==> config.mk <==
export PLATFORM = sky130hd
export DESIGN_NAME = b49enc_packer
export DESIGN_NICKNAME = d
export VERILOG_FILES = /design/src/design/b49enc_pkg.sv /design/src/design/b49enc_packer.sv
export SDC_FILE = /design/constraint.sdc
export NUM_CORES = 1
export LEC_CHECK = 0
export ABC_AREA = 1
export BUFFER_PORTS_ARGS = -buffer_cell sky130_fd_sc_hd__buf_4
export CAP_MARGIN = 25
export CORE_AREA = 2 2 64 66
export CTS_BUF_LIST = sky130_fd_sc_hd__clkbuf_8
export DETAILED_ROUTE_END_ITERATION = 7
export DIE_AREA = 0 0 66 68
export GPL_TIMING_DRIVEN = 0
export PLACE_DENSITY_LB_ADDON = 0.2
export SYNTH_ARGS = -nofsm -noshare
export SYNTH_HDL_FRONTEND = slang
export SYNTH_SLANG_ARGS = --single-unit
==> constraint.sdc <==
create_clock -name i_clk -period 7.3 [get_ports i_clk]
set_input_delay 1.095 -clock i_clk [delete_from_list [all_inputs] [get_ports i_clk]]
set_output_delay 1.095 -clock i_clk [all_outputs]
set_load 0.005 [all_outputs]
==> src/design/b49enc_pkg.sv <==
// Shared constants and types for the base-49 text encoder.
`timescale 1ns / 1ps
`default_nettype none

package b49enc_pkg;

    // Bits in one group and the width of the pending bit store.
    localparam int GROUP_BITS = 28;
    localparam int ACC_BITS   = GROUP_BITS - 1;
    localparam int CNT_BITS   = 5;

    // Digits per group and the index of the final digit.
    localparam int          DIGITS     = 5;
    localparam int          DIG_BITS   = 3;
    localparam logic [2:0]  LAST_DIGIT = 3'(DIGITS - 1);

    // First printable character ('#').
    localparam logic [6:0] CHAR_BASE = 7'd35;

    // Division by 49 as a multiply by a rounded-up reciprocal. For any value below
    // 2**28 the error term (40) stays below 2**(34-28), so the quotient is exact.
    localparam int           RECIP_SHIFT = 34;
    localparam logic [28:0]  RECIP       = 29'd350609576;
    localparam int           QUOT_BITS   = 23;

    // Group queue depth and pointer width.
    localparam int GQ_DEPTH = 4;
    localparam int GQ_AW    = 2;
    localparam int GQ_CW    = 3;

    typedef struct packed {
        logic [GROUP_BITS-1:0] bits;
        logic                  last;
    } t_group;

    // Up to two groups produced by one input word, first in slot a.
    typedef struct packed {
        logic   push_a;
        logic   push_b;
        t_group grp_a;
        t_group grp_b;
    } t_push;

endpackage

`default_nettype wire

==> src/design/b49enc_packer.sv <==
// Bit packer: gathers input bytes into 28-bit groups and flushes on the last byte.
`timescale 1ns / 1ps
`default_nettype none

module b49enc_packer (
    input  wire logic               i_clk,
    input  wire logic               i_rst_n,
    input  wire logic               i_accept,
    input  wire logic [7:0]         i_data_byte,
    input  wire logic               i_last_byte,
    output b49enc_pkg::t_push       o_push
);
    import b49enc_pkg::*;

    logic [ACC_BITS-1:0] r_acc;
    logic [CNT_BITS-1:0] r_cnt;
    logic [ACC_BITS-1:0] n_acc;
    logic [CNT_BITS-1:0] n_cnt;

    logic [34:0] wide;
    logic [5:0]  sum;
    logic        full;
    logic [5:0]  rem_cnt;
    logic [6:0]  rest;

    always_comb begin
        wide    = {8'd0, r_acc} | ({27'd0, i_data_byte} << r_cnt);
        sum     = {1'b0, r_cnt} + 6'd8;
        full    = (sum >= 6'(GROUP_BITS));
        rem_cnt = full ? (sum - 6'(GROUP_BITS)) : sum;
        rest    = wide[34:GROUP_BITS];

        o_push = '0;
        if (full) begin
            // A full group leaves; on the last byte any spill-over follows padded.
            o_push.push_a      = i_accept;
            o_push.grp_a.bits  = wide[GROUP_BITS-1:0];
            o_push.grp_a.last  = i_last_byte && (rem_cnt == 6'd0);
            o_push.push_b      = i_accept && i_last_byte && (rem_cnt != 6'd0);
            o_push.grp_b.bits  = {21'd0, rest};
            o_push.grp_b.last  = 1'b1;
        end else begin
            // The partial group always holds at least this byte.
            o_push.push_a      = i_accept && i_last_byte;
            o_push.grp_a.bits  = wide[GROUP_BITS-1:0];
            o_push.grp_a.last  = 1'b1;
        end

        n_acc = r_acc;
        n_cnt = r_cnt;
        if (i_accept) begin
            if (i_last_byte) begin
                n_acc = '0;
                n_cnt = '0;
            end else if (full) begin
                n_acc = {20'd0, rest};
                n_cnt = rem_cnt[CNT_BITS-1:0];
            end else begin
                n_acc = wide[ACC_BITS-1:0];
                n_cnt = sum[CNT_BITS-1:0];
            end
        end
    end

    always_ff @(posedge i_clk) begin
        if (!i_rst_n) begin
            r_acc <= '0;
            r_cnt <= '0;
        end else begin
            r_acc <= n_acc;
            r_cnt <= n_cnt;
        end
    end

endmodule

`default_nettype wire

==> impl_metrics.tcl <==
set metrics [dict create \
    dpl.hpwl_mm 3.72 \
    fp.coreArea_um2 3860 \
    synth.yosys.seq_area_share_pct 30.2 \
    worstHoldStart "r_acc[6]" \
    setup_violations 0 \
    drt-wirelength-per-cell_um 12.0 \
    clockRootBuffer "clkbuf_8" \
    synth_ff_type "dfxtp_1" \
    syn_to_final_growth_pct 31.3 \
    nets 384 \
    io-pin-count 72 \
    worst_ir_drop_vdd_mv 0.139 \
    fin_crit_sh_pct 50.8 \
    p_total_uw 400 \
    stdcell_area_um2 2610 \
    leakagePower_uw 0.00146 \
    place_area_um2 2500 \
    wl_mm 5.03 \
    hold_viol_final 0 \
    end_kind "output port" \
    combinationalPowerShare_pct 18.0 \
    cts_buffers 5 \
    initial_utilization_pct 51.6 \
    via_per_inst 4.93 \
    final_common_cell "buf_4" \
    cts_resized 0 \
    rr_worst_depth 10 \
    crit_type "register to output port" \
    ys_types 31 \
    p_per_area_nw_per_um2 153 \
    critPathTopFamily "adder cells" \
    grt_first_pass_wirelength_mm 8.00 \
    clkSinkCount 30 \
    min_path_type "register to register" \
    crit_top_cell "nand2_1" \
    first_pass_iters 4 \
    synth_edf_count 0 \
    drt-initial-drc-count 103 \
    seqPwrFrac_pct 42.3 \
    grt_overflow_total 0 \
    die_y_um 68 \
    netlist_instances 290 \
    htree_levels 2 \
    fmax_ghz 0.270 \
    num_rows 23 \
    postSynthAreaPerCell_um2 6.86 \
    fillers 374 \
    antenna_cells 0 \
    p_sw_uw 105 \
    setup_tns_ns 0 \
    maxCapViolCount 0 \
    holdBufCountCts 0 \
    cts_tree "yes" \
    dieArea_um2 4490 \
    drc 0 \
    fin_skew_ns 0.00602 \
    hold_end "r_acc[6]" \
    post-place-cells 410 \
    vias 2060 \
    r2r-end "r_acc[25]" \
    grt_max_degree 12 \
    setup_ws_ns 3.59 \
    whs_path_depth 2 \
    instances_no_fill 418 \
    grt_pass1_vias 1802 \
    rsz0062_at_grt "no" \
    r2r-start "r_cnt[3]" \
    cp_slowest_stage_delay_ns 0.50 \
    cp_cell_sequence "inv_2 -> buf_6 -> ha_1 -> fa_1 -> inv_2 -> nand2_1 -> o21ai_2 -> nand2_1 -> nor3_2 -> nand2_1 -> nand2_1 -> buf_4" \
    slowest_stage "fa_1" \
    ant_nets 0 \
    clkTransAtPathRegs_ns 0.07 \
    internal_power_uw 295 \
    cts.path.max_buffers 2 \
    gp_congestion 0.890 \
    antenna_found_initial 0 \
    run_status "completed" \
    port_buffers 50 \
    preCtsSetupSlack_ns 3.92 \
    synthArstFlopShare_pct 0 \
    power_switching_share_pct 26.2 \
    crit_fanout 11 \
    cp-start-kind "register" \
    fp.dieW_um 66 \
    slew_violations 0 \
    critPathRequiredTime_ns 6.20 \
    power_frac_clock_pct 39.7 \
    crit_buf_inv 4 \
    ys_ff_latch 30 \
    reg2reg_slack_ns 4.96 \
    drive_gt1_share_pct 28.5 \
    crit_start "r_cnt[3]" \
    synth_warnings 0 \
    clkLatencyLatePin_ns 0.29 \
    syn_area_um2 1990 \
    track_usage_pct 23.4 \
    cts_setup_buffers 0 \
    arrival_ns 2.62 \
    final_cell_mix "buf_4 (73), nand2_1 (60), dfxtp_1 (30), nand3_1 (29)" \
    period_minus_slack_ns 3.71 \
]
[logic make-up (layout without fill, tap and decap cells)]
group	count (synthesis)	in the layout	share of synthesized area (%)
other	1	21	0.189
buffers and inverters	68	126	19.1
AND/OR/NAND/NOR	131	131	28.8
adder cells (fa/ha/maj)	5	5	3.52
AO/OA/AOI/OAI	54	54	17.7
flip-flops	30	30	30.2
XOR/XNOR	1	1	0.441
[worst min-delay path, stage by stage, from the launching register on]
cell	delay, ns
dfxtp_1	0.31
nand2_1	0.06
a21oi_1	0.06
[layer usage]
metal | share of wire, % | wire, um | track usage (%)
met1 | 42 | 2130 | 27.5
met2 | 47 | 2390 | 41.8
met3 | 8.9 | 447 | 5.59
met4 | 1.3 | 67 | 8.16
met5 | 0 | 0 | 0
[worst max-delay path by stage]
stage	end	slack, ns	cells after the start
detailed placement	o_push[29]	3.92	12
global placement	o_push[29]	3.90	12
floorplan	o_push[29]	4.22	9
CTS	o_push[29]	3.60	12
global route	o_push[29]	3.35	12
finish	o_push[29]	3.59	12
[synth_stat cells, types with 3 or more instances]
| library cell | number | area, um2 |
|---|---|---|
| nand2_1 | 60 | 225 |
| dfxtp_1 | 30 | 601 |
| nand3_1 | 29 | 145 |
| inv_1 | 27 | 101 |
| nor2_1 | 27 | 101 |
| buf_4 | 23 | 173 |
| a21oi_1 | 17 | 85.1 |
| o21ai_0 | 10 | 50.1 |
| o211a_1 | 9 | 90.1 |
| o21bai_1 | 9 | 67.6 |
| buf_2 | 5 | 25.0 |
| o21ai_1 | 5 | 25.0 |
| buf_6 | 4 | 45.0 |
| ha_1 | 4 | 50.1 |
| inv_2 | 4 | 15.0 |
| nor3_1 | 4 | 20.0 |
| clkbuf_1 | 3 | 11.3 |
| nand2_2 | 3 | 18.8 |
| nor4_1 | 3 | 18.8 |
[state kept, by name (all words and copies together) (netlist names)]
signal  count
r_acc      27
r_cnt       3
[power groups by stage]
stage	Combinational (uW)	Sequential (uW)	Clock [uW]
final	71.9	169	159
after floorplan	44.7	172	0
after detailed placement	71.1	173	0
after CTS	71.5	169	159
after global placement	70.5	173	0
after global routing	80.5	170	166
[metrics by stage]
step | utilization, % | hold WS (ns)
6_report | 67.7 | 0.467
5_1_grt | 67.7 | 0.480
4_1_cts | 67.7 | 0.471
3_5_place_dp | 64.9 | 0.461
3_3_place_gp | 64.9 | 0.453
2_1_floorplan | - | 0.443
[area by class of cell]
class	count	area [um2]	area share, %
multi-input cells	212	1080	41.4
well taps	50	62.6	2.40
plain buffers	35	254	9.73
inverters	33	126	4.84
flip-flops and latches	30	601	23.0
clock buffers	8	110	4.22
repair buffers	50	375	14.4
Power figures use the tool's default switching activity.
