$ cat src/design/b49enc_pkg.sv
// Shared constants and types for the base-49 text encoder.
`timescale 1ns / 1ps
`default_nettype none

package b49enc_pkg;

    // Bits in one group and the width of the pending bit store.
    localparam int GROUP_BITS = 28;
    localparam int ACC_BITS   = GROUP_BITS - 1;
    localparam int CNT_BITS   = 5;

    // Digits per group and the index of the final digit.
    localparam int          DIGITS     = 5;
    localparam int          DIG_BITS   = 3;
    localparam logic [2:0]  LAST_DIGIT = 3'(DIGITS - 1);

    // First printable character ('#').
    localparam logic [6:0] CHAR_BASE = 7'd35;

    // Division by 49 as a multiply by a rounded-up reciprocal. For any value below
    // 2**28 the error term (40) stays below 2**(34-28), so the quotient is exact.
    localparam int           RECIP_SHIFT = 34;
    localparam logic [28:0]  RECIP       = 29'd350609576;
    localparam int           QUOT_BITS   = 23;

    // Group queue depth and pointer width.
    localparam int GQ_DEPTH = 4;
    localparam int GQ_AW    = 2;
    localparam int GQ_CW    = 3;

    typedef struct packed {
        logic [GROUP_BITS-1:0] bits;
        logic                  last;
    } t_group;

    // Up to two groups produced by one input word, first in slot a.
    typedef struct packed {
        logic   push_a;
        logic   push_b;
        t_group grp_a;
        t_group grp_b;
    } t_push;

endpackage

`default_nettype wire

$ cat src/design/b49enc_group_fifo.sv
// Small queue of groups waiting for digit conversion; takes up to two per cycle.
`timescale 1ns / 1ps
`default_nettype none

module b49enc_group_fifo (
    input  wire logic               i_clk,
    input  wire logic               i_rst_n,
    input  wire b49enc_pkg::t_push  i_push,
    input  wire logic               i_pop,
    output b49enc_pkg::t_group      o_head,
    output logic                    o_not_empty,
    output logic                    o_has_room
);
    import b49enc_pkg::*;

    t_group             r_mem [GQ_DEPTH];
    logic [GQ_AW-1:0]   r_wr;
    logic [GQ_AW-1:0]   r_rd;
    logic [GQ_CW-1:0]   r_count;
    logic [GQ_AW-1:0]   wr_next;

    assign wr_next     = r_wr + GQ_AW'(1);
    assign o_head      = r_mem[r_rd];
    assign o_not_empty = (r_count != '0);
    // Room for the worst case of two groups from one word.
    assign o_has_room  = (r_count <= GQ_CW'(GQ_DEPTH - 2));

    always_ff @(posedge i_clk) begin
        if (i_push.push_a) begin
            r_mem[r_wr] <= i_push.grp_a;
        end
        if (i_push.push_b) begin
            r_mem[wr_next] <= i_push.grp_b;
        end
    end

    always_ff @(posedge i_clk) begin
        if (!i_rst_n) begin
            r_wr    <= '0;
            r_rd    <= '0;
            r_count <= '0;
        end else begin
            r_wr    <= r_wr + GQ_AW'(i_push.push_a) + GQ_AW'(i_push.push_b);
            r_rd    <= r_rd + GQ_AW'(i_pop);
            r_count <= r_count + GQ_CW'(i_push.push_a) + GQ_CW'(i_push.push_b)
                       - GQ_CW'(i_pop);
        end
    end

endmodule

`default_nettype wire

$ cat config.mk
export PLATFORM = sky130hd
export DESIGN_NAME = b49enc_group_fifo
export DESIGN_NICKNAME = d
export VERILOG_FILES = /design/src/design/b49enc_pkg.sv /design/src/design/b49enc_group_fifo.sv
export SDC_FILE = /design/constraint.sdc
export NUM_CORES = 1
export LEC_CHECK = 0
export BUFFER_PORTS_ARGS = -buffer_cell sky130_fd_sc_hd__buf_2
export CAP_MARGIN = 0
export CORE_MARGIN = 2
export CORE_UTILIZATION = 39
export CTS_BUF_LIST = sky130_fd_sc_hd__clkbuf_16
export CTS_CLUSTER_DIAMETER = 100
export CTS_CLUSTER_SIZE = 25
export DETAILED_ROUTE_END_ITERATION = 6
export GPL_TIMING_DRIVEN = 0
export HOLD_SLACK_MARGIN = 0.02
export PLACE_DENSITY = 0.6
export SKIP_CTS_REPAIR_TIMING = 1
export SYNTH_ARGS = -nofsm -noshare
export SYNTH_HDL_FRONTEND = slang
export SYNTH_SLANG_ARGS = --single-unit
$ cat constraint.sdc
create_clock -name i_clk -period 3.4 [get_ports i_clk]
set_input_delay 0.17 -clock i_clk [delete_from_list [all_inputs] [get_ports i_clk]]
set_output_delay 0.17 -clock i_clk [all_outputs]
set_load 0.1 [all_outputs]
==> metrics.md, run 1 <==
| Metric | Value |
|---|---|
| Status | completed |
| Router iterations before antenna repair | 4 |
| Grt met3 use | 0.0497 |
| CTS Root Cell | clkbuf_16 |
| Tightest Hold Check Type | in2reg |
| Final period util | 0.687 |
| Syn Nets | 391 |
| Routed length per instance | 20.3 microns |
| CTS tree | built |
| ANT cells | 0 |
| Met2 usage | 0.276 |
| Minimum clock period | 2.34 ns |
| Syn avg cell area | 18.6 sq um |
| Max Slew Vio Count | 0 |
| Gr busiest metal | met2 |
| Later-pin clock latency in the skew report | 0.42 ns |
| Fin area | 7380 sq um |
| CTS Buf Count | 17 |
| Footprint of the multi-input gates | 2250 sq um |
| End of the worst hold path | r_rd[1] |
| Die Wd | 128 microns |
| Critical R2R Launch | r_wr[0] |
| Critical path class | reg2out |
| CP required | 3.23 ns |
| Critical path data arrival time | 2.17 ns |
| ANT nets after route | 0 |
| Io pins | 94 |
| Core Rows | 45 |
| Slowest-stage cell, CP | clkbuf_1 |
| Leak | 2.69 nW |
| Max Freq | 428 MHz |
| Area occupied by registers | 3620 sq um |
| Post-DP HPWL | 8.40 mm |
| Hold Crit Start | i_rst_n |
| Reg2reg path depth | 3 |
| Die area | 16300 sq um |
| Initial Utilization | 0.397 |
| Util after Layout | 0.489 |
| Vias in the first global route | 3490 |
| Worst R2R Setup Slack | 1.69 ns |
| Post-DP Area | 6820 sq um |
| Maximum VDD drop | 0.384 mV |
| Max cap viols | 0 |
| Cell Chain, Critical Path | clkbuf_1 -> mux4_2 -> buf_2 |
| CTS max path bufs | 2 |
| Htree depth | 4 |
| Library cells used by synthesis | 23 |
| Final net count | 507 |
| Hold path depth | 2 |
| Slew HR | 0.479 |
| Max FO, Critical Path | 10 |
| WHS | 0.0533 ns |
| Pwr/cell area | 695 nW/um^2 |
| Largest net degree at the start of global routing | 22 |
| Final wirelength | 12.9 mm |
| Ys Warns | 0 |
| Setup violators final | 0 |
| RSZ-0062 raised after global routing | no |
| Global Route Usage Sum | 0.169 |
| Crit path largest cell delay | 0.61 ns |
| DP Worst Slack | 1.49 ns |
| Grt met1 use | 0.208 |
| Share of cells above drive strength 1 | 0.640 |
| Vias per inst | 5.13 |
| Setup ws final | 1.06 ns |
| Clock Sinks | 123 |
| Worst-path clk slew | 0.05 ns |
| Syn-to-layout area delta | 23.4% |
| Cells after Synth | 322 |
| Initial antenna violation count | 0 |
| Final hold vios | 0 |
| Layout fillers | 1305 |
| Core area | 15100 sq um |
| Worst Setup End Kind | output pin |
| Number of remaining DRC errors | 0 |
| FF+latch count, synth | 123 |
| R2r endpoint | r_mem[2][1] |
| CP startpoint kind | register |
| First-pass GRT wire length | 19.6 mm |
| Worst slew pin tran | 0.781 ns |
| Cell area after synthesis | 5980 sq um |
| DRC marker count from the first detailed-route iteration | 147 |
| Total power | 5.13 mW |
| Placer Congestion | 0.697 |
| Die H | 128 microns |
| Gr ovfl total | 0 |
| Setup Skew | 0.00639 ns |
| Via count | 3272 |
| PortBufs | 93 |
| Seq/Total Area, Yosys | 0.606 |
worst max path at each step:
stage	startpoint	to	slack, ns	cells after the start
5_1_grt	r_rd[1]	o_head[10]	0.97	3
6_report	r_rd[1]	o_head[15]	1.06	3
3_3_place_gp	r_wr[0]	r_mem[0][27]	-1.65	2
4_1_cts	r_rd[1]	o_head[8]	1.04	3
3_5_place_dp	r_rd[1]	o_head[15]	1.49	3
2_1_floorplan	r_wr[0]	r_mem[2][0]	0.34	2
report_power, final:
part | switching [mW] | internal, mW
Sequential | 0.0467 | 1.90
Clock | 0.614 | 1.12
Combinational | 1.03 | 0.427
Total | 1.69 | 3.44
logic make-up (layout without fill, tap and decap cells):
family / Yosys count / in the layout / synth area share
mux: 146 / 146 / 0.329
simple gates: 16 / 16 / 0.0163
buf+inv: 25 / 153 / 0.0253
compound gates: 3 / 3 / 0.00293
fa+ha+maj: 6 / 6 / 0.0163
flops: 123 / 123 / 0.606
xor+xnor: 3 / 3 / 0.00439
through the flow:
step | instances | TNS (ns)
final | 638 | 0
after floorplan | 322 | 0
after CTS | 638 | 0
after detailed placement | 607 | 0
after global placement | 603 | -96.64
after global routing | 638 | 0
critical path: cells and delay by family (launching register included):
family / cells / cell delay, ns
buffers and inverters: 2 / 1.04
multiplexers: 1 / 0.36
flip-flops: 1 / 0.36
registers in the layout, indices dropped and copies added, names as in the netlist:
signal,count
r_wr,2
r_rd,2
r_count,3
r_mem,116
layout make-up:
| class | count | share of cell area |
|---|---|---|
| clock inverter | 14 | 0.0188 |
| tap | 188 | 0.0319 |
| buffer | 19 | 0.0175 |
| multi-input combinational | 174 | 0.304 |
| sequential | 123 | 0.491 |
| timing repair buffer | 97 | 0.0759 |
| clock buffer | 17 | 0.0576 |
| inverter | 6 | 0.00305 |
metal layers:
metal	wire length, microns	part of all wire
met4	290	0.022
met2	6470	0.50
met3	570	0.044
met5	0	0
met1	5610	0.43
cells in the mapped netlist, drive strengths merged:
master / instances / share of area
nand3: 1 / 0.00084
a21o: 1 / 0.0013
nor3b: 1 / 0.0021
nand3b: 2 / 0.0025
nor2: 3 / 0.0019
nand2: 1 / 0.00063
clkbuf: 2 / 0.0013
fa: 3 / 0.010
buf: 17 / 0.020
dfxtp: 7 / 0.023
xnor2: 1 / 0.0015
mux2: 116 / 0.22
inv: 6 / 0.0038
and2: 7 / 0.0073
nand2b: 1 / 0.0010
mux4: 29 / 0.11
mux2i: 1 / 0.0017
ha: 3 / 0.0063
o21ai: 2 / 0.0017
xor2: 2 / 0.0029
edfxtp: 116 / 0.58
cells in the final DEF (no fill, tap or decap):
cell	count
mux2i_1	1
buf_12	2
edfxtp_1	116
xnor2_1	1
clkinv_2	3
nor3b_2	1
nand2_1	1
clkinv_1	4
buf_6	5
and2_1	7
dfxtp_1	7
clkinvlp_4	1
nor2_1	1
buf_16	2
bufinv_16	3
o21ai_4	2
clkbuf_1	2
nand3b_1	2
xor2_1	2
fa_1	3
nand3_1	1
nand2b_1	1
mux4_2	29
mux2_2	116
a21o_1	1
nor2_4	2
clkbuf_16	17
buf_2	103
buf_4	2
inv_1	9
ha_1	3
Note: power is estimated with default switching activity, not from simulation.
==> run 2, diff against run 1 <==
--- a/config.mk
+++ b/config.mk
@@ -15,7 +15,7 @@
 export DETAILED_ROUTE_END_ITERATION = 6
 export GPL_TIMING_DRIVEN = 0
 export HOLD_SLACK_MARGIN = 0.02
-export PLACE_DENSITY = 0.6
+export PLACE_DENSITY = 0.63
 export SKIP_CTS_REPAIR_TIMING = 1
 export SYNTH_ARGS = -nofsm -noshare
 export SYNTH_HDL_FRONTEND = slang
==> constraint.sdc (replaced) <==
create_clock -name i_clk -period 2.1 [get_ports i_clk]
set_input_delay 0.105 -clock i_clk [delete_from_list [all_inputs] [get_ports i_clk]]
set_output_delay 0.105 -clock i_clk [all_outputs]
set_load 0.1 [all_outputs]
==> metrics.md, run 2 (synthesized netlist as in run 1, its figures left out) <==
| Metric | Value |
|---|---|
| CTS max path bufs | 2 (unchanged) |
| Final net count | 510 (was 507) |
| Setup TNS | 0 ns (unchanged) |
| Router iterations before antenna repair | 5 (was 4) |
| CTS tree | built (unchanged) |
| Total buffers and inverters traversed by the critical path | 2 (unchanged) |
| CP required | 2.00 ns (was 3.23 ns) |
| Max reg flops | 116 (unchanged) |
| Htree depth | 4 (unchanged) |
| Fin area | 7430 sq um (was 7380 sq um) |
| Final period util | 0.960 |
| Max Slew Vio Count | 0 (unchanged) |
| Worst-path clk slew | 0.06 ns (was 0.05 ns) |
| Number of remaining DRC errors | 0 (unchanged) |
| DRC marker count from the first detailed-route iteration | 291 (was 147) |
| Syn-to-layout area delta | 24.2% (was 23.4%) |
| CP startpoint kind | register (unchanged) |
| Minimum clock period | 2.02 ns |
| Tightest Hold Check Type | in2reg (unchanged) |
| Post-DP Area | 6830 sq um (was 6820 sq um) |
| Final Non-Filler Cells | 642 (was 638) |
| Worst slew pin tran | 0.693 ns (was 0.781 ns) |
| Commonest cells after routing, fill and taps aside | mux2_2, edfxtp_1, buf_2, mux4_2, clkbuf_16 (unchanged) |
| Gr ovfl total | 0 (unchanged) |
| Global Route Usage Sum | 0.170 (was 0.169) |
| Slew HR | 0.536 (was 0.479) |
| Biggest regs | r_mem (116), r_count (3) (unchanged) |
| Initial Utilization | 0.397 (unchanged) |
| Placed cells | 607 (unchanged) |
| Setup Skew | 0.00607 ns (was 0.00639 ns) |
| Die Wd | 128 microns (unchanged) |
| Initial antenna violation count | 0 (unchanged) |
| CTS Root Cell | clkbuf_16 (unchanged) |
| PortBufs | 93 (unchanged) |
| Maximum VDD drop | 0.687 mV (was 0.384 mV) |
| Critical path's top delay family | buffers and inverters (unchanged) |
| Leak | 2.72 nW (was 2.69 nW) |
| Routed length per instance | 20.5 microns (was 20.3 microns) |
| Later-pin clock latency in the skew report | 0.41 ns (was 0.42 ns) |
| Max FO, Critical Path | 10 (unchanged) |
| Post-DP HPWL | 8.42 mm (was 8.40 mm) |
| ANT nets after route | 0 (unchanged) |
| Worst R2R Setup Slack | 0.34 ns (was 1.69 ns) |
| Via count | 3334 (was 3272) |
| Slowest-stage cell, CP | mux4_2 (was clkbuf_1) |
| CTS Buf Count | 17 (unchanged) |
| Share of cells above drive strength 1 | 0.645 (was 0.640) |
| Total power | 8.11 mW (was 5.13 mW) |
| Io pins | 94 (unchanged) |
| RSZ-0062 raised after global routing | no (unchanged) |
| Pwr/cell area | 1090 nW/um^2 (was 695 nW/um^2) |
| Largest net degree at the start of global routing | 19 (was 22) |
| Vias per inst | 5.19 (was 5.13) |
| Final hold vios | 0 (unchanged) |
| Max cap viols | 0 (unchanged) |
| Util after Layout | 0.492 (was 0.489) |
| Status | completed (unchanged) |
| Worst Setup End Kind | output pin (unchanged) |
| Placer Congestion | 0.780 (was 0.697) |
| Cell Chain, Critical Path | buf_4 -> mux4_2 -> buf_2 (was clkbuf_1 -> mux4_2 -> buf_2) |
| Max Freq | 496 MHz |
| Setup violators final | 0 (unchanged) |
| Most flops, register | r_mem (unchanged) |
| Core area | 15100 sq um (unchanged) |
| Crit path largest cell delay | 0.56 ns (was 0.61 ns) |
| Clock Sinks | 123 (unchanged) |
| ANT cells | 0 (unchanged) |
| Critical path class | reg2out (unchanged) |
| Critical path data arrival time | 1.91 ns (was 2.17 ns) |
| Die H | 128 microns (unchanged) |
| First-pass GRT wire length | 20.0 mm (was 19.6 mm) |
| Final wirelength | 13.1 mm (was 12.9 mm) |
| Die area | 16300 sq um (unchanged) |
| Vias in the first global route | 3534 (was 3490) |
| Core Rows | 45 (unchanged) |
[run 2: changes by cell type in the layout (fill, tap and decap cells not counted), moves of 2 or more]
| cell | change |
|---|---|
| buf_2 | -11 |
| buf_4 | +7 |
| clkinv_2 | +5 |
| dlygate4sd3_1 | +3 |
| buf_16 | +2 |
| bufinv_16 | -2 |
| clkbuf_1 | -2 |
| clkbuf_2 | +2 |
| clkbuf_4 | +2 |
[run 2: metrics by stage]
stage	hold WS [ns]	setup slack (ns)
floorplan	0.227	-0.178
global placement	0.400	-1.49
detailed placement	0.396	0.251
CTS	-0.0411	-0.198
global route	0.0240	0.00852
finish	0.0342	0.0831
[run 2: path summary, 6_finish.rpt]
check / start / to / cells past startpoint
min: i_push[45] / r_mem[1][16] / 2
max reg2reg: r_wr[0] / r_mem[2][3] / 3
min reg2reg: r_rd[0] / r_rd[0] / 2
max: r_rd[0] / o_head[8] / 3
[run 2: worst reg2reg max path: stages, from the launching register on]
cell      delay (ns)
dfxtp_1         0.38
nand2b_1        0.25
o21ai_4         0.58
buf_16          0.24
[run 2: area by class of cell]
cell class | instances | area [sq um]
Buffer | 19 | 150
Clock buffer | 17 | 425
Inverter | 6 | 22.5
Fill cell | 1312 | 7660
Multi-Input combinational cell | 174 | 2250
Sequential cell | 123 | 3620
Tap cell | 188 | 235
Timing Repair Buffer | 100 | 634
Clock inverter | 15 | 92.6
[run 2: power breakdown]
| group | internal, mW | switching (mW) |
|---|---|---|
| registers | 3.07 | 0.0762 |
| clock network | 1.58 | 0.980 |
| logic | 0.737 | 1.67 |
| total | 5.38 | 2.73 |
[run 2: routing by layer]
metal,part of all wire,track usage,vias to the layer above
met5,0,0,-
met4,0.0075,0.0601,0
met3,0.042,0.0488,4
met2,0.52,0.289,93
met1,0.43,0.207,1694
li1,-,-,1543
==> run 3, diff against run 2 <==
--- a/config.mk
+++ b/config.mk
@@ -7,15 +7,16 @@
 export LEC_CHECK = 0
 export BUFFER_PORTS_ARGS = -buffer_cell sky130_fd_sc_hd__buf_2
 export CAP_MARGIN = 0
+export CORE_ASPECT_RATIO = 1.1
 export CORE_MARGIN = 2
-export CORE_UTILIZATION = 39
+export CORE_UTILIZATION = 51
 export CTS_BUF_LIST = sky130_fd_sc_hd__clkbuf_16
 export CTS_CLUSTER_DIAMETER = 100
 export CTS_CLUSTER_SIZE = 25
 export DETAILED_ROUTE_END_ITERATION = 6
 export GPL_TIMING_DRIVEN = 0
 export HOLD_SLACK_MARGIN = 0.02
-export PLACE_DENSITY = 0.63
+export PLACE_DENSITY = 0.78
 export SKIP_CTS_REPAIR_TIMING = 1
 export SYNTH_ARGS = -nofsm -noshare
 export SYNTH_HDL_FRONTEND = slang
==> metrics.md, run 3 (synthesized netlist as in run 1, its figures left out) <==
| Metric | Value |
|---|---|
| Die H | 118 microns (was 128 microns) |
| Slew HR | 0.643 (was 0.536) |
| Pwr/cell area | 1130 nW/um^2 (was 1090 nW/um^2) |
| Commonest cells after routing, fill and taps aside | mux2_2, edfxtp_1, buf_2, mux4_2, clkbuf_16 (unchanged) |
| RSZ-0062 raised after global routing | no (unchanged) |
| Critical path class | reg2out (unchanged) |
| Post-DP HPWL | 7.91 mm (was 8.42 mm) |
| Critical path data arrival time | 1.93 ns (was 1.91 ns) |
| Final wirelength | 12.3 mm (was 13.1 mm) |
| Worst Setup End Kind | output pin (unchanged) |
| Core area | 11400 sq um (was 15100 sq um) |
| Setup violators final | 0 (unchanged) |
| Number of remaining DRC errors | 0 (unchanged) |
| Max reg flops | 116 (unchanged) |
| CTS max path bufs | 2 (unchanged) |
| Global Route Usage Sum | 0.210 (was 0.170) |
| Max cap viols | 0 (unchanged) |
| Final hold vios | 0 (unchanged) |
| Worst slew pin tran | 0.534 ns (was 0.693 ns) |
| Max Slew Vio Count | 0 (unchanged) |
| Gr ovfl total | 0 (unchanged) |
| Syn-to-layout area delta | 23.8% (was 24.2%) |
| CTS Root Cell | clkbuf_16 (unchanged) |
| Initial antenna violation count | 2 (was 0) |
| Worst-path clk slew | 0.05 ns (was 0.06 ns) |
| Routed length per instance | 20.5 microns (about the same) |
| Slowest-stage cell, CP | mux4_2 (unchanged) |
| Initial Utilization | 0.523 (was 0.397) |
| Setup Skew | 0.0110 ns (was 0.00607 ns) |
| Fin area | 7410 sq um (was 7430 sq um) |
| CTS tree | built (unchanged) |
| Placer Congestion | 0.692 (was 0.780) |
| Max Freq | 491 MHz (was 496 MHz) |
| Io pins | 94 (unchanged) |
| Later-pin clock latency in the skew report | 0.42 ns (was 0.41 ns) |
| Largest net degree at the start of global routing | 23 (was 19) |
| Final period util | 0.970 (was 0.960) |
| Htree depth | 4 (unchanged) |
| Vias in the first global route | 3701 (was 3534) |
| CP startpoint kind | register (unchanged) |
| CP required | 2.00 ns (about the same) |
| Status | completed (unchanged) |
| Setup TNS | 0 ns (unchanged) |
| Post-DP Area | 6760 sq um (was 6830 sq um) |
| ANT nets after route | 0 (unchanged) |
| Tightest Hold Check Type | in2reg (unchanged) |
| Hold path depth | 2 (unchanged) |
| Crit path largest cell delay | 0.54 ns (was 0.56 ns) |
| Share of cells above drive strength 1 | 0.657 (was 0.645) |
| Leak | 2.72 nW (about the same) |
| Final net count | 508 (was 510) |
| DRC marker count from the first detailed-route iteration | 180 (was 291) |
| Most flops, register | r_mem (unchanged) |
| Via count | 3352 (was 3334) |
| Die area | 12600 sq um (was 16300 sq um) |
| Clock Sinks | 123 (unchanged) |
| Layout fillers | 802 (was 1312) |
| Die Wd | 107 microns (was 128 microns) |
| Minimum clock period | 2.04 ns (was 2.02 ns) |
| PortBufs | 93 (unchanged) |
| Vias per inst | 5.56 (was 5.19) |
| Core Rows | 41 (was 45) |
| Maximum VDD drop | 1.15 mV (was 0.687 mV) |
| Reg2reg path depth | 5 (was 3) |
| Final Non-Filler Cells | 603 (was 642) |
| Biggest regs | r_mem (116), r_count (3) (unchanged) |
| Placed cells | 569 (was 607) |
| CTS Buf Count | 17 (unchanged) |
| Cell Chain, Critical Path | buf_12 -> buf_8 -> mux4_2 -> buf_4 (was buf_4 -> mux4_2 -> buf_2) |
| First-pass GRT wire length | 19.2 mm (was 20.0 mm) |
| Max FO, Critical Path | 10 (unchanged) |
| Router iterations before antenna repair | 5 (unchanged) |
## run 3: final cells by class
type	instances	area [sq um]	share of cell area
Sequential cell	123	3620	0.489
Multi-Input combinational cell	174	2250	0.303
Timing Repair Buffer	98	588	0.0794
Clock buffer	17	425	0.0574
Tap cell	150	188	0.0253
Clock inverter	15	158	0.0213
Buffer	19	154	0.0208
Inverter	6	22.5	0.00304
Antenna cell	1	2.50	0.000338
## run 3: path summary, 6_finish.rpt
check	from	end	slack, ns
max reg2reg	r_wr[1]	r_mem[1][21]	0.35
min reg2reg	r_rd[0]	r_rd[0]	0.64
min	i_push[6]	r_mem[2][6]	0.03
max	r_rd[0]	o_head[21]	0.06
## run 3: power by group
part	switching, mW	total [mW]	internal (mW)
Combinational	1.65	2.37	0.720
Sequential	0.0778	3.15	3.07
Clock	1.04	2.88	1.84
## run 3: worst max-delay path: cells and delay by family (launching register included)
family   cells  cell delay [ns]
buf+inv      3             0.59
mux          1             0.54
flops        1             0.38
## run 3: stage by stage
stage	worst slack, ns	power [mW]	util	hold WS, ns
finish	0.0631	8.40	0.648	0.0283
global placement	-1.33	5.43	0.580	0.396
CTS	-0.172	8.41	0.642	-0.0246
detailed placement	0.278	5.54	0.591	0.411
floorplan	-0.178	5.02	-	0.227
global route	0.00278	8.67	0.648	0.0244
## run 3: per-layer routing
metal	up-vias	track usage	share of wire
met5	-	0	0.00057
met4	2	0.0706	0.014
met3	17	0.0642	0.062
met2	97	0.365	0.53
met1	1698	0.244	0.39
li1	1538	-	-
